## config.mk

```make
export PLATFORM = sky130hd
export DESIGN_NAME = revolution_window_predictor_unit_flat
export DESIGN_NICKNAME = d
export VERILOG_FILES = /design/src/hw/rtl/rwp_pkg.sv /design/src/hw/rtl/rwp_ifs.sv /design/src/hw/rtl/revolution_window_predictor_unit.sv /design/src/hw/rtl/rwp_arith.sv /design/src/hw/rtl/rwp_core.sv /design/src/flat_wrapper.sv
export SDC_FILE = /design/constraint.sdc
export NUM_CORES = 2
export LEC_CHECK = 0
export ABC_AREA = 1
export BUFFER_PORTS_ARGS = -buffer_cell sky130_fd_sc_hd__buf_2
export CORE_ASPECT_RATIO = 1.25
export CORE_MARGIN = 3
export CORE_UTILIZATION = 46
export DETAILED_ROUTE_END_ITERATION = 8
export GPL_ROUTABILITY_DRIVEN = 1
export PLACE_DENSITY = 0.62
export SETUP_SLACK_MARGIN = 0.05
export SLEW_MARGIN = 10
export SYNTH_ARGS = -nofsm -noshare
export SYNTH_HDL_FRONTEND = slang
export SYNTH_HIERARCHICAL = 1
export SYNTH_SLANG_ARGS = --single-unit
```

## constraint.sdc

```tcl
create_clock -name clk -period 9.1 [get_ports clk]
set_clock_uncertainty 0.15 [all_clocks]
set_input_delay 2.73 -clock clk [delete_from_list [all_inputs] [get_ports clk]]
set_output_delay 2.73 -clock clk [all_outputs]
set_load 0.05 [all_outputs]
```

## src/hw/rtl/rwp_pkg.sv

```systemverilog
package rwp_pkg;

    // field and register widths
    localparam int FIELD_W   = 16;
    localparam int CFG_IDX_W = 4;

    // datapath widths
    localparam int SCALED_W = 12;  // interval / 30
    localparam int SUM_W    = 13;  // p + c
    localparam int PROD_W   = 24;  // p*c and the divisor v
    localparam int X_W      = 13;  // first quotient x
    localparam int PRED_W   = 16;  // predicted interval, never above 65535

    // shared arithmetic unit
    localparam int OPA_W     = 40;
    localparam int OPB_W     = 24;
    localparam int RES_W     = 42;
    localparam int MUL_A_W   = 26;
    localparam int MUL_B_W   = 16;
    localparam int DIV_Q_W   = 20;
    localparam int DIV_CNT_W = 5;

    localparam logic OP_MUL = 1'b0;
    localparam logic OP_DIV = 1'b1;

    // divide by 30 as multiply by round-up reciprocal and shift
    localparam logic [MUL_B_W-1:0] SCALE_RECIP = 16'd34953;
    localparam int                 SCALE_SHIFT = 20;
    localparam logic [OPB_W-1:0]   SCALE_DIV   = 24'd30;

    // window as 4/5 or 6/7 of the prediction: multiply by round-up constant and shift
    localparam logic [OPA_W-1:0]   WIN_RECIP_FIRST = 40'd419431;
    localparam logic [OPA_W-1:0]   WIN_RECIP_LATER = 40'd449390;
    localparam int                 WIN_SHIFT       = 19;
    localparam logic [FIELD_W-1:0] GUARD_US        = 16'd50;

    // register indexes
    localparam logic [CFG_IDX_W-1:0] REG_BOUNCE_WAIT = 4'd0;
    localparam logic [CFG_IDX_W-1:0] REG_MIN_WINDOW  = 4'd1;
    localparam logic [CFG_IDX_W-1:0] REG_MIN_PULSE   = 4'd2;

    localparam logic [FIELD_W-1:0] BOUNCE_WAIT_RST = 16'd200;
    localparam logic [FIELD_W-1:0] MIN_WINDOW_RST  = 16'd1000;
    localparam logic [FIELD_W-1:0] MIN_PULSE_RST   = 16'd70;

    typedef struct packed {
        logic [FIELD_W-1:0] bounce_wait;
        logic [FIELD_W-1:0] min_window;
        logic [FIELD_W-1:0] min_pulse;
    } cfg_t;

    typedef struct packed {
        logic [FIELD_W-1:0] current_interval;
        logic [FIELD_W-1:0] previous_interval;
        logic [FIELD_W-1:0] on_time_command;
    } item_t;

    typedef struct packed {
        logic [FIELD_W-1:0] rearm_delay;
        logic [FIELD_W-1:0] drive_time;
        logic               drive_enable;
    } result_t;

    typedef struct packed {
        logic             go;
        logic             op;
        logic [OPA_W-1:0] opa;
        logic [OPB_W-1:0] opb;
    } arith_req_t;

    typedef struct packed {
        logic             done;
        logic [RES_W-1:0] res;
    } arith_rsp_t;

endpackage

```

## src/hw/rtl/rwp_ifs.sv

```systemverilog
interface rwp_item_if;
    logic                        valid;
    logic                        ready;
    logic [rwp_pkg::FIELD_W-1:0] current_interval;
    logic [rwp_pkg::FIELD_W-1:0] previous_interval;
    logic [rwp_pkg::FIELD_W-1:0] on_time_command;

    modport source (output valid, output current_interval, output previous_interval,
                    output on_time_command, input ready);
    modport sink (input valid, input current_interval, input previous_interval,
                  input on_time_command, output ready);
endinterface

interface rwp_result_if;
    logic                        valid;
    logic                        ready;
    logic [rwp_pkg::FIELD_W-1:0] rearm_delay;
    logic [rwp_pkg::FIELD_W-1:0] drive_time;
    logic                        drive_enable;

    modport source (output valid, output rearm_delay, output drive_time,
                    output drive_enable, input ready);
    modport sink (input valid, input rearm_delay, input drive_time,
                  input drive_enable, output ready);
endinterface

interface rwp_cfg_if;
    logic                          valid;
    logic                          ready;
    logic [rwp_pkg::CFG_IDX_W-1:0] index;
    logic [rwp_pkg::FIELD_W-1:0]   data;

    modport source (output valid, output index, output data, input ready);
    modport sink (input valid, input index, input data, output ready);
endinterface

```

## src/hw/rtl/revolution_window_predictor_unit.sv

```systemverilog
// result path: straight from the item when the prior interval is zero, through the
// scaling and window steps when not speeding up, and through the whole multiply and
// divide sequence when speeding up; every multiply and 20-bit divide runs on the shared arithmetic unit
// the next item is taken once the result is in the output register
// reset: async active low, registers back to 200/1000/70, last window cleared
module revolution_window_predictor_unit
(
    input  logic          clk,
    input  logic          rst_n,
    rwp_item_if.sink      item_in,
    rwp_result_if.source  result_out,
    rwp_cfg_if.sink       cfg
);

    // configuration registers, always writable
    rwp_pkg::cfg_t      cfg_reg, cfg_next;

    // output register decouples the sequencer from the result sink
    logic               out_valid_reg, out_valid_next;
    rwp_pkg::result_t   out_reg, out_next;

    rwp_pkg::item_t     item;
    rwp_pkg::result_t   core_res;
    logic               core_in_ready;
    logic               core_res_valid;
    logic               core_res_ready;

    assign item.current_interval  = item_in.current_interval;
    assign item.previous_interval = item_in.previous_interval;
    assign item.on_time_command   = item_in.on_time_command;

    rwp_core u_core
    (
        .clk       (clk),
        .rst_n     (rst_n),
        .cfg_regs  (cfg_reg),
        .in_valid  (item_in.valid),
        .in_ready  (core_in_ready),
        .item      (item),
        .res_valid (core_res_valid),
        .res_ready (core_res_ready),
        .res       (core_res)
    );

    assign item_in.ready = core_in_ready;

    // register write decode, unknown indexes are dropped
    always_comb
    begin
        cfg_next = cfg_reg;
        if (cfg.valid)
        begin
            case (cfg.index)
                rwp_pkg::REG_BOUNCE_WAIT: cfg_next.bounce_wait = cfg.data;
                rwp_pkg::REG_MIN_WINDOW:  cfg_next.min_window  = cfg.data;
                rwp_pkg::REG_MIN_PULSE:   cfg_next.min_pulse   = cfg.data;
                default:                  cfg_next             = cfg_reg;
            endcase
        end
    end

    assign cfg.ready = 1'b1;

    // slot frees when empty or being drained this cycle
    assign core_res_ready = !out_valid_reg || result_out.ready;

    always_comb
    begin
        out_valid_next = out_valid_reg;
        out_next       = out_reg;
        if (core_res_valid && core_res_ready)
        begin
            out_valid_next = 1'b1;
            out_next       = core_res;
        end
        else if (result_out.ready)
            out_valid_next = 1'b0;
    end

    always_ff @(posedge clk or negedge rst_n)
    begin
        if (!rst_n)
        begin
            cfg_reg.bounce_wait <= rwp_pkg::BOUNCE_WAIT_RST;
            cfg_reg.min_window  <= rwp_pkg::MIN_WINDOW_RST;
            cfg_reg.min_pulse   <= rwp_pkg::MIN_PULSE_RST;
            out_valid_reg       <= 1'b0;
        end
        else
        begin
            cfg_reg       <= cfg_next;
            out_valid_reg <= out_valid_next;
        end
    end

    always_ff @(posedge clk)
    begin
        out_reg <= out_next;
    end

    assign result_out.valid        = out_valid_reg;
    assign result_out.rearm_delay  = out_reg.rearm_delay;
    assign result_out.drive_time   = out_reg.drive_time;
    assign result_out.drive_enable = out_reg.drive_enable;

endmodule

```

## src/hw/rtl/rwp_arith.sv

```systemverilog
module rwp_arith
(
    input  logic                clk,
    input  logic                rst_n,
    input  rwp_pkg::arith_req_t req,
    output rwp_pkg::arith_rsp_t rsp
);

    logic                              busy_reg, busy_next;
    logic                              done_reg, done_next;
    logic [rwp_pkg::DIV_CNT_W-1:0]     cnt_reg, cnt_next;
    logic [rwp_pkg::OPB_W-1:0]         rem_reg, rem_next;
    logic [rwp_pkg::DIV_Q_W-1:0]       wq_reg, wq_next;
    logic [rwp_pkg::OPB_W-1:0]         dvs_reg, dvs_next;
    logic [rwp_pkg::RES_W-1:0]         res_reg, res_next;
    logic [rwp_pkg::RES_W-1:0]         mul_prod;
    logic [rwp_pkg::OPB_W+1:0]         trial;
    logic                              ge;

    assign mul_prod = {{(rwp_pkg::RES_W-rwp_pkg::MUL_A_W){1'b0}}, req.opa[rwp_pkg::MUL_A_W-1:0]}
                    * {{(rwp_pkg::RES_W-rwp_pkg::MUL_B_W){1'b0}}, req.opb[rwp_pkg::MUL_B_W-1:0]};

    // one restoring step: shift next dividend bit into the remainder
    assign trial = {1'b0, rem_reg, wq_reg[rwp_pkg::DIV_Q_W-1]} - {2'b00, dvs_reg};
    assign ge    = ~trial[rwp_pkg::OPB_W+1];

    always_comb
    begin
        busy_next = busy_reg;
        done_next = 1'b0;
        cnt_next  = cnt_reg;
        rem_next  = rem_reg;
        wq_next   = wq_reg;
        dvs_next  = dvs_reg;
        res_next  = res_reg;
        if (busy_reg)
        begin
            rem_next = ge ? trial[rwp_pkg::OPB_W-1:0]
                          : {rem_reg[rwp_pkg::OPB_W-2:0], wq_reg[rwp_pkg::DIV_Q_W-1]};
            wq_next  = {wq_reg[rwp_pkg::DIV_Q_W-2:0], ge};
            cnt_next = cnt_reg - 1'b1;
            if (cnt_reg == rwp_pkg::DIV_CNT_W'(1))
            begin
                busy_next = 1'b0;
                done_next = 1'b1;
                res_next  = {{(rwp_pkg::RES_W-rwp_pkg::DIV_Q_W){1'b0}}, wq_next};
            end
        end
        else if (req.go)
        begin
            if (req.op == rwp_pkg::OP_DIV)
            begin
                busy_next = 1'b1;
                cnt_next  = rwp_pkg::DIV_CNT_W'(rwp_pkg::DIV_Q_W);
                rem_next  = {{(rwp_pkg::OPB_W-(rwp_pkg::OPA_W-rwp_pkg::DIV_Q_W)){1'b0}},
                             req.opa[rwp_pkg::OPA_W-1:rwp_pkg::DIV_Q_W]};
                wq_next   = req.opa[rwp_pkg::DIV_Q_W-1:0];
                dvs_next  = req.opb;
            end
            else
            begin
                done_next = 1'b1;
                res_next  = mul_prod;
            end
        end
    end

    always_ff @(posedge clk or negedge rst_n)
    begin
        if (!rst_n)
        begin
            busy_reg <= 1'b0;
            done_reg <= 1'b0;
            cnt_reg  <= '0;
        end
        else
        begin
            busy_reg <= busy_next;
            done_reg <= done_next;
            cnt_reg  <= cnt_next;
        end
    end

    always_ff @(posedge clk)
    begin
        rem_reg <= rem_next;
        wq_reg  <= wq_next;
        dvs_reg <= dvs_next;
        res_reg <= res_next;
    end

    assign rsp.done = done_reg;
    assign rsp.res  = res_reg;

    a_go_when_free: assert property (@(posedge clk) disable iff (!rst_n)
        req.go |-> !busy_reg && !done_reg)
        else $error("arith unit started while busy");

    a_quot_fits: assert property (@(posedge clk) disable iff (!rst_n)
        (req.go && req.op == rwp_pkg::OP_DIV) |->
        (req.opa[rwp_pkg::OPA_W-1:rwp_pkg::DIV_Q_W] < req.opb))
        else $error("quotient does not fit the divider");

endmodule

```

## src/hw/rtl/rwp_core.sv

```systemverilog
module rwp_core
(
    input  logic             clk,
    input  logic             rst_n,
    input  rwp_pkg::cfg_t    cfg_regs,
    input  logic             in_valid,
    output logic             in_ready,
    input  rwp_pkg::item_t   item,
    output logic             res_valid,
    input  logic             res_ready,
    output rwp_pkg::result_t res
);

    localparam logic [3:0] S_IDLE = 4'd0;
    localparam logic [3:0] S_SC   = 4'd1;
    localparam logic [3:0] S_SP   = 4'd2;
    localparam logic [3:0] S_M1   = 4'd3;
    localparam logic [3:0] S_M2   = 4'd4;
    localparam logic [3:0] S_M3   = 4'd5;
    localparam logic [3:0] S_D1   = 4'd6;
    localparam logic [3:0] S_M4   = 4'd7;
    localparam logic [3:0] S_M5   = 4'd8;
    localparam logic [3:0] S_D2   = 4'd9;
    localparam logic [3:0] S_M6   = 4'd10;
    localparam logic [3:0] S_WIN  = 4'd11;
    localparam logic [3:0] S_DONE = 4'd12;

    logic [3:0]                     step_reg, step_next;
    logic                           pend_reg, pend_next;
    logic [rwp_pkg::FIELD_W-1:0]    now_reg, now_next;
    logic [rwp_pkg::FIELD_W-1:0]    prev_reg, prev_next;
    logic [rwp_pkg::FIELD_W-1:0]    cmd_reg, cmd_next;
    logic [rwp_pkg::SCALED_W-1:0]   c_reg, c_next;
    logic [rwp_pkg::SCALED_W-1:0]   p_reg, p_next;
    logic [rwp_pkg::SCALED_W-1:0]   a_reg, a_next;
    logic [rwp_pkg::SUM_W-1:0]      s_reg, s_next;
    logic [rwp_pkg::PROD_W-1:0]     m1_reg, m1_next;
    logic [rwp_pkg::PROD_W-1:0]     v_reg, v_next;
    logic [rwp_pkg::X_W-1:0]        x_reg, x_next;
    logic [rwp_pkg::RES_W-1:0]      work_reg, work_next;
    logic [rwp_pkg::PRED_W-1:0]     pred_reg, pred_next;
    logic [rwp_pkg::FIELD_W-1:0]    last_window_reg, last_window_next;
    rwp_pkg::result_t               res_reg, res_next;

    rwp_pkg::arith_req_t            req;
    rwp_pkg::arith_rsp_t            rsp;

    logic [rwp_pkg::SCALED_W-1:0]   scaled_q;
    logic [rwp_pkg::DIV_Q_W-3:0]    quarter_q;
    logic                           first_win;
    logic [rwp_pkg::FIELD_W-1:0]    window;
    logic [rwp_pkg::FIELD_W-1:0]    reduced;
    logic                           pulse_ok;

    rwp_arith u_arith
    (
        .clk   (clk),
        .rst_n (rst_n),
        .req   (req),
        .rsp   (rsp)
    );

    assign scaled_q  = rsp.res[rwp_pkg::SCALE_SHIFT +: rwp_pkg::SCALED_W];
    assign quarter_q = rsp.res[rwp_pkg::DIV_Q_W-1:2];
    assign first_win = (last_window_reg == '0);
    assign window    = rsp.res[rwp_pkg::WIN_SHIFT +: rwp_pkg::FIELD_W];
    assign reduced   = (window > rwp_pkg::GUARD_US) ? window - rwp_pkg::GUARD_US : '0;
    assign pulse_ok  = (reduced > cfg_regs.min_window) && (cmd_reg > cfg_regs.min_pulse);

    always_comb
    begin
        step_next        = step_reg;
        pend_next        = pend_reg;
        now_next         = now_reg;
        prev_next        = prev_reg;
        cmd_next         = cmd_reg;
        c_next           = c_reg;
        p_next           = p_reg;
        a_next           = a_reg;
        s_next           = s_reg;
        m1_next          = m1_reg;
        v_next           = v_reg;
        x_next           = x_reg;
        work_next        = work_reg;
        pred_next        = pred_reg;
        last_window_next = last_window_reg;
        res_next         = res_reg;
        req              = '0;

        // issue once per compute step, advance on done
        if (step_reg != S_IDLE && step_reg != S_DONE)
        begin
            req.go = !pend_reg;
            if (!pend_reg)
                pend_next = 1'b1;
            else if (rsp.done)
                pend_next = 1'b0;
        end

        case (step_reg)
            S_IDLE:
            begin
                if (in_valid)
                begin
                    now_next  = item.current_interval;
                    prev_next = item.previous_interval;
                    cmd_next  = item.on_time_command;
                    if (item.previous_interval == '0)
                    begin
                        res_next.rearm_delay  = cfg_regs.bounce_wait;
                        res_next.drive_time   = '0;
                        res_next.drive_enable = 1'b0;
                        step_next             = S_DONE;
                    end
                    else
                        step_next = S_SC;
                end
            end
            S_SC:
            begin
                req.op  = rwp_pkg::OP_MUL;
                req.opa = rwp_pkg::OPA_W'(now_reg);
                req.opb = rwp_pkg::OPB_W'(rwp_pkg::SCALE_RECIP);
                if (rsp.done)
                begin
                    c_next    = scaled_q;
                    step_next = S_SP;
                end
            end
            S_SP:
            begin
                req.op  = rwp_pkg::OP_MUL;
                req.opa = rwp_pkg::OPA_W'(prev_reg);
                req.opb = rwp_pkg::OPB_W'(rwp_pkg::SCALE_RECIP);
                if (rsp.done)
                begin
                    p_next = scaled_q;
                    a_next = scaled_q - c_reg;
                    s_next = {1'b0, scaled_q} + {1'b0, c_reg};
                    // speeding up only when the scaled prior exceeds the scaled latest
                    if (scaled_q > c_reg)
                        step_next = S_M1;
                    else
                    begin
                        pred_next = rwp_pkg::PRED_W'(now_reg);
                        step_next = S_WIN;
                    end
                end
            end
            S_M1:
            begin
                req.op  = rwp_pkg::OP_MUL;
                req.opa = rwp_pkg::OPA_W'(p_reg);
                req.opb = rwp_pkg::OPB_W'(c_reg);
                if (rsp.done)
                begin
                    m1_next   = rsp.res[rwp_pkg::PROD_W-1:0];
                    step_next = S_M2;
                end
            end
            S_M2:
            begin
                // v = (p-c)(p+c) + 2pc
                req.op  = rwp_pkg::OP_MUL;
                req.opa = rwp_pkg::OPA_W'(a_reg);
                req.opb = rwp_pkg::OPB_W'(s_reg);
                if (rsp.done)
                begin
                    v_next    = rsp.res[rwp_pkg::PROD_W-1:0] + {m1_reg[rwp_pkg::PROD_W-2:0], 1'b0};
                    step_next = S_M3;
                end
            end
            S_M3:
            begin
                // d = pc(p+c)
                req.op  = rwp_pkg::OP_MUL;
                req.opa = rwp_pkg::OPA_W'(m1_reg);
                req.opb = rwp_pkg::OPB_W'(s_reg);
                if (rsp.done)
                begin
                    work_next = rsp.res;
                    step_next = S_D1;
                end
            end
            S_D1:
            begin
                req.op  = rwp_pkg::OP_DIV;
                req.opa = work_reg[rwp_pkg::OPA_W-1:0];
                req.opb = v_reg;
                if (rsp.done)
                begin
                    x_next    = rsp.res[rwp_pkg::X_W-1:0];
                    step_next = S_M4;
                end
            end
            S_M4:
            begin
                req.op  = rwp_pkg::OP_MUL;
                req.opa = rwp_pkg::OPA_W'(x_reg);
                req.opb = rwp_pkg::OPB_W'(x_reg);
                if (rsp.done)
                begin
                    work_next = rsp.res;
                    step_next = S_M5;
                end
            end
            S_M5:
            begin
                req.op  = rwp_pkg::OP_MUL;
                req.opa = work_reg[rwp_pkg::OPA_W-1:0];
                req.opb = rwp_pkg::OPB_W'(a_reg);
                if (rsp.done)
                begin
                    work_next = rsp.res;
                    step_next = S_D2;
                end
            end
            S_D2:
            begin
                // x - x*x*a / v / 4
                req.op  = rwp_pkg::OP_DIV;
                req.opa = work_reg[rwp_pkg::OPA_W-1:0];
                req.opb = v_reg;
                if (rsp.done)
                begin
                    x_next    = x_reg - quarter_q[rwp_pkg::X_W-1:0];
                    step_next = S_M6;
                end
            end
            S_M6:
            begin
                req.op  = rwp_pkg::OP_MUL;
                req.opa = rwp_pkg::OPA_W'(x_reg);
                req.opb = rwp_pkg::SCALE_DIV;
                if (rsp.done)
                begin
                    pred_next = rsp.res[rwp_pkg::PRED_W-1:0];
                    step_next = S_WIN;
                end
            end
            S_WIN:
            begin
                // 4/5 on the first window, 6/7 after that
                req.op  = rwp_pkg::OP_MUL;
                req.opa = first_win ? rwp_pkg::WIN_RECIP_FIRST : rwp_pkg::WIN_RECIP_LATER;
                req.opb = rwp_pkg::OPB_W'(pred_reg);
                if (rsp.done)
                begin
                    last_window_next      = window;
                    res_next.rearm_delay  = window;
                    res_next.drive_time   = !pulse_ok ? '0
                                          : (cmd_reg < reduced) ? cmd_reg : reduced;
                    res_next.drive_enable = pulse_ok;
                    step_next             = S_DONE;
                end
            end
            S_DONE:
            begin
                if (res_ready)
                    step_next = S_IDLE;
            end
            default:
            begin
                step_next = S_IDLE;
                pend_next = 1'b0;
            end
        endcase
    end

    always_ff @(posedge clk or negedge rst_n)
    begin
        if (!rst_n)
        begin
            step_reg        <= S_IDLE;
            pend_reg        <= 1'b0;
            last_window_reg <= '0;
        end
        else
        begin
            step_reg        <= step_next;
            pend_reg        <= pend_next;
            last_window_reg <= last_window_next;
        end
    end

    always_ff @(posedge clk)
    begin
        now_reg  <= now_next;
        prev_reg <= prev_next;
        cmd_reg  <= cmd_next;
        c_reg    <= c_next;
        p_reg    <= p_next;
        a_reg    <= a_next;
        s_reg    <= s_next;
        m1_reg   <= m1_next;
        v_reg    <= v_next;
        x_reg    <= x_next;
        work_reg <= work_next;
        pred_reg <= pred_next;
        res_reg  <= res_next;
    end

    assign in_ready  = (step_reg == S_IDLE);
    assign res_valid = (step_reg == S_DONE);
    assign res       = res_reg;

    a_done_only_pending: assert property (@(posedge clk) disable iff (!rst_n)
        rsp.done |-> pend_reg)
        else $error("arith result with no request outstanding");

    a_correction_le_x: assert property (@(posedge clk) disable iff (!rst_n)
        (step_reg == S_D2 && rsp.done) |-> (quarter_q <= (rwp_pkg::DIV_Q_W-2)'(x_reg)))
        else $error("deceleration correction exceeds x");

endmodule
```

## src/flat_wrapper.sv

```systemverilog
// flat-port wrapper written by rule: the top's interface ports become plain ports
module revolution_window_predictor_unit_flat 
  (clk, rst_n, item_in_valid, item_in_current_interval, item_in_previous_interval, item_in_on_time_command, item_in_ready, result_out_valid, result_out_rearm_delay, result_out_drive_time, result_out_drive_enable, result_out_ready, cfg_valid, cfg_index, cfg_data, cfg_ready);
  rwp_item_if item_in_i ();
  rwp_result_if result_out_i ();
  rwp_cfg_if cfg_i ();
  input  logic clk;
  input  logic rst_n;
  input wire logic [$bits(item_in_i.valid)-1:0] item_in_valid;
  input wire logic [$bits(item_in_i.current_interval)-1:0] item_in_current_interval;
  input wire logic [$bits(item_in_i.previous_interval)-1:0] item_in_previous_interval;
  input wire logic [$bits(item_in_i.on_time_command)-1:0] item_in_on_time_command;
  output wire logic [$bits(item_in_i.ready)-1:0] item_in_ready;
  output wire logic [$bits(result_out_i.valid)-1:0] result_out_valid;
  output wire logic [$bits(result_out_i.rearm_delay)-1:0] result_out_rearm_delay;
  output wire logic [$bits(result_out_i.drive_time)-1:0] result_out_drive_time;
  output wire logic [$bits(result_out_i.drive_enable)-1:0] result_out_drive_enable;
  input wire logic [$bits(result_out_i.ready)-1:0] result_out_ready;
  input wire logic [$bits(cfg_i.valid)-1:0] cfg_valid;
  input wire logic [$bits(cfg_i.index)-1:0] cfg_index;
  input wire logic [$bits(cfg_i.data)-1:0] cfg_data;
  output wire logic [$bits(cfg_i.ready)-1:0] cfg_ready;
  assign item_in_i.valid = item_in_valid;
  assign item_in_i.current_interval = item_in_current_interval;
  assign item_in_i.previous_interval = item_in_previous_interval;
  assign item_in_i.on_time_command = item_in_on_time_command;
  assign item_in_ready = item_in_i.ready;
  assign result_out_valid = result_out_i.valid;
  assign result_out_rearm_delay = result_out_i.rearm_delay;
  assign result_out_drive_time = result_out_i.drive_time;
  assign result_out_drive_enable = result_out_i.drive_enable;
  assign result_out_i.ready = result_out_ready;
  assign cfg_i.valid = cfg_valid;
  assign cfg_i.index = cfg_index;
  assign cfg_i.data = cfg_data;
  assign cfg_ready = cfg_i.ready;
  revolution_window_predictor_unit u_core (.clk(clk), .rst_n(rst_n), .item_in(item_in_i), .result_out(result_out_i), .cfg(cfg_i));
endmodule
```

==> run summary <==
The share of the clock period used by the worst path is 94.3%. For met1 alone, demand over resource in global routing was between 30% and 40%. After clock tree synthesis, the clock-pin slew on the worst setup and hold paths is roughly 0.060 ns. Setup total negative slack on the finished layout was measured at 0 ns. The tree is rooted in a clkbuf_16. The routed wire length is 117000 um. The actual transition at the worst max-transition pin came out at 1.22 ns.

The overall die height is approximately 330 um. The endpoint arrival time on the critical path came out at about 8.8 ns. The worst hold path belongs to the class flip-flop to flip-flop. The maximum clock path buffer count came out at 3. The final estimated routing congestion in global placement came out at approximately 0.97. The number of non-filler instances in the completed layout came out at about 5800. The number of warning messages in the yosys log is 6. The proportion of layout cells with a drive suffix above 1 is about 8%. Global routing finished with a remaining overflow of 0. The top cell types in the final layout, fill and taps aside, are nand2_1, inv_1, edfxtp_1, fa_1, ha_1.

The delay of the slowest critical-path stage is between 0.8 and 0.9 ns. The flow ran to the end, and the final reports show no timing, DRC or antenna violations. The critical-path maximum fanout is 24. The tightest hold path in the finished design has a slack of 0.234 ns. The maximum clock frequency is 0.117 GHz. The count of boundary I/O pins came out at roughly 110. The post-cts hold buffer count came out at 0. The setup-violating endpoint count in the final report is 0. The area growth from synthesis to layout came out at 8.84%. The per-instance average area after synthesis is ~8.5 um2.

The net count of the mapped netlist is between 5000 and 6000. STA classifies the critical path startpoint as a flip-flop. The final routed DRC violation total came out at 0.

The endpoint type of the worst setup path is a flip-flop. The die outline width came out at around 270 um. The maximum level of the CTS H-tree is 2. STA puts the critical path data required time at between 9 and 10 ns.

The die covers a little under 0.09 mm2. The met3 global-route usage is between 2 and 3%. The cell that appears most often on the critical path is fa_1. Setup repair after global routing left no endpoint under its margin. The post-route minimum period is roughly 8.6 ns. Using the TritonRoute via totals, the vias-per-cell ratio works out to between 5 and 6. On the critical path, the stage with the largest delay is an instance of a221o_1. The via count of the routed design came out at about 31000. The first-pass GRT wire length is 181000 um. Leaving out fill and tap cells, the most frequent cell in the layout is nand2_1.

The worst setup path is of the flip-flop to flip-flop kind. The register with the most flip-flops in the layout has between 40 and 50 of them. After global routing, the most crowded layer is met2. The max-capacitance violation count came out at 0.

The number of instances in the synthesized netlist is ~4600. The half-perimeter wire length after placement came out at ~90000 um. The placement row count came out at around 120. At the later pin of the worst-skew pair, clock insertion delay measures ~0.63 ns. The relative slew slack is 18.5%.

The number of global-route vias before repair was 30800. The number of placed instances, taps included, is 5663. The routed length per placed instance is around 20 um. Port buffering added 107 buffers. The number of antenna repair diodes came out at 0. The number of sinks on the clock net is between 400 and 500. TritonCTS built the clock tree. The initial detailed-routing violation count came out at between 2000 and 3000. The number of slew-limit violations in the final report was 0. The global-route total usage across every layer is between 20% and 30%. The first detailed-routing pass ran for 5 iterations. The area inside the core boundary is approximately 0.083 mm2.

The initial standard-cell utilization of the core came out at 46.7%. For this run, the post-layout net count is roughly 5300. The TritonCTS buffer count is 52. Global routing used a little under half of the available met2 tracks. The post-synthesis cell area came out at 0.0389 mm2. The initial antenna violation count is 3.

Post-CTS timing repair inserted 0 buffers for setup. After clock tree synthesis, the repair step resized 0 gates. The largest net degree at the start of global routing is 97.

The final antenna-violating net count is 0. The number of failing hold endpoints at the final stage is 0.
-- worst max-delay path: cells and delay by family (launching register included) --
family,cells,cell delay (ns)
simple gates,11,1.61
fa+ha+maj,7,3.56
compound gates,3,1.02
flops,1,0.44
buf+inv,9,1.46
-- through the flow --
step | area [um2] | utilization [%] | setup slack [ns]
after floorplan | 38900 | - | 2.07
after global placement | 40600 | 48.7 | 0.798
after detailed placement | 40600 | 48.7 | 0.699
after CTS | 42300 | 50.8 | 0.608
after global routing | 42300 | 50.9 | 0.0968
final | 42300 | 50.9 | 0.519
-- metal layers --
layer,part of all wire (%),up-vias
li1,-,14400
met1,40,14900
met2,50,1082
met3,5.9,250
met4,4.8,2
met5,0.0077,-
-- final cells by class --
type	instances	area, um2
multi-input cells	2927	20800
repair buffers	176	1070
clock inverters	38	433
inverters	1016	3810
fillers	8046	40900
clock buffers	59	1340
flip-flops and latches	464	13600
well taps	1080	1350
-- path summary, 6_finish.rpt --
kind | startpoint | end | slack (ns) | cells after the start
setup / recovery | u_core/u_core/step_reg[0] | u_core/u_core/u_arith/res_reg[39] | 0.52 | 30
hold / removal | u_core/u_core/u_arith/res_reg[36] | u_core/u_core/work_reg[36] | 0.23 | 0
setup reg to reg | u_core/u_core/step_reg[0] | u_core/u_core/u_arith/res_reg[39] | 0.52 | 30
hold reg to reg | u_core/u_core/u_arith/res_reg[36] | u_core/u_core/work_reg[36] | 0.23 | 0
max in group asynchronous | rst_n | u_core/u_core/u_arith/busy_reg | 5.81 | 2
min in group asynchronous | rst_n | u_core/cfg_reg[12] | 1.79 | 1
Power is left out: the tool's default activity adds up to more than one toggle a clock period on the data nets, which glitch-free logic cannot reach.
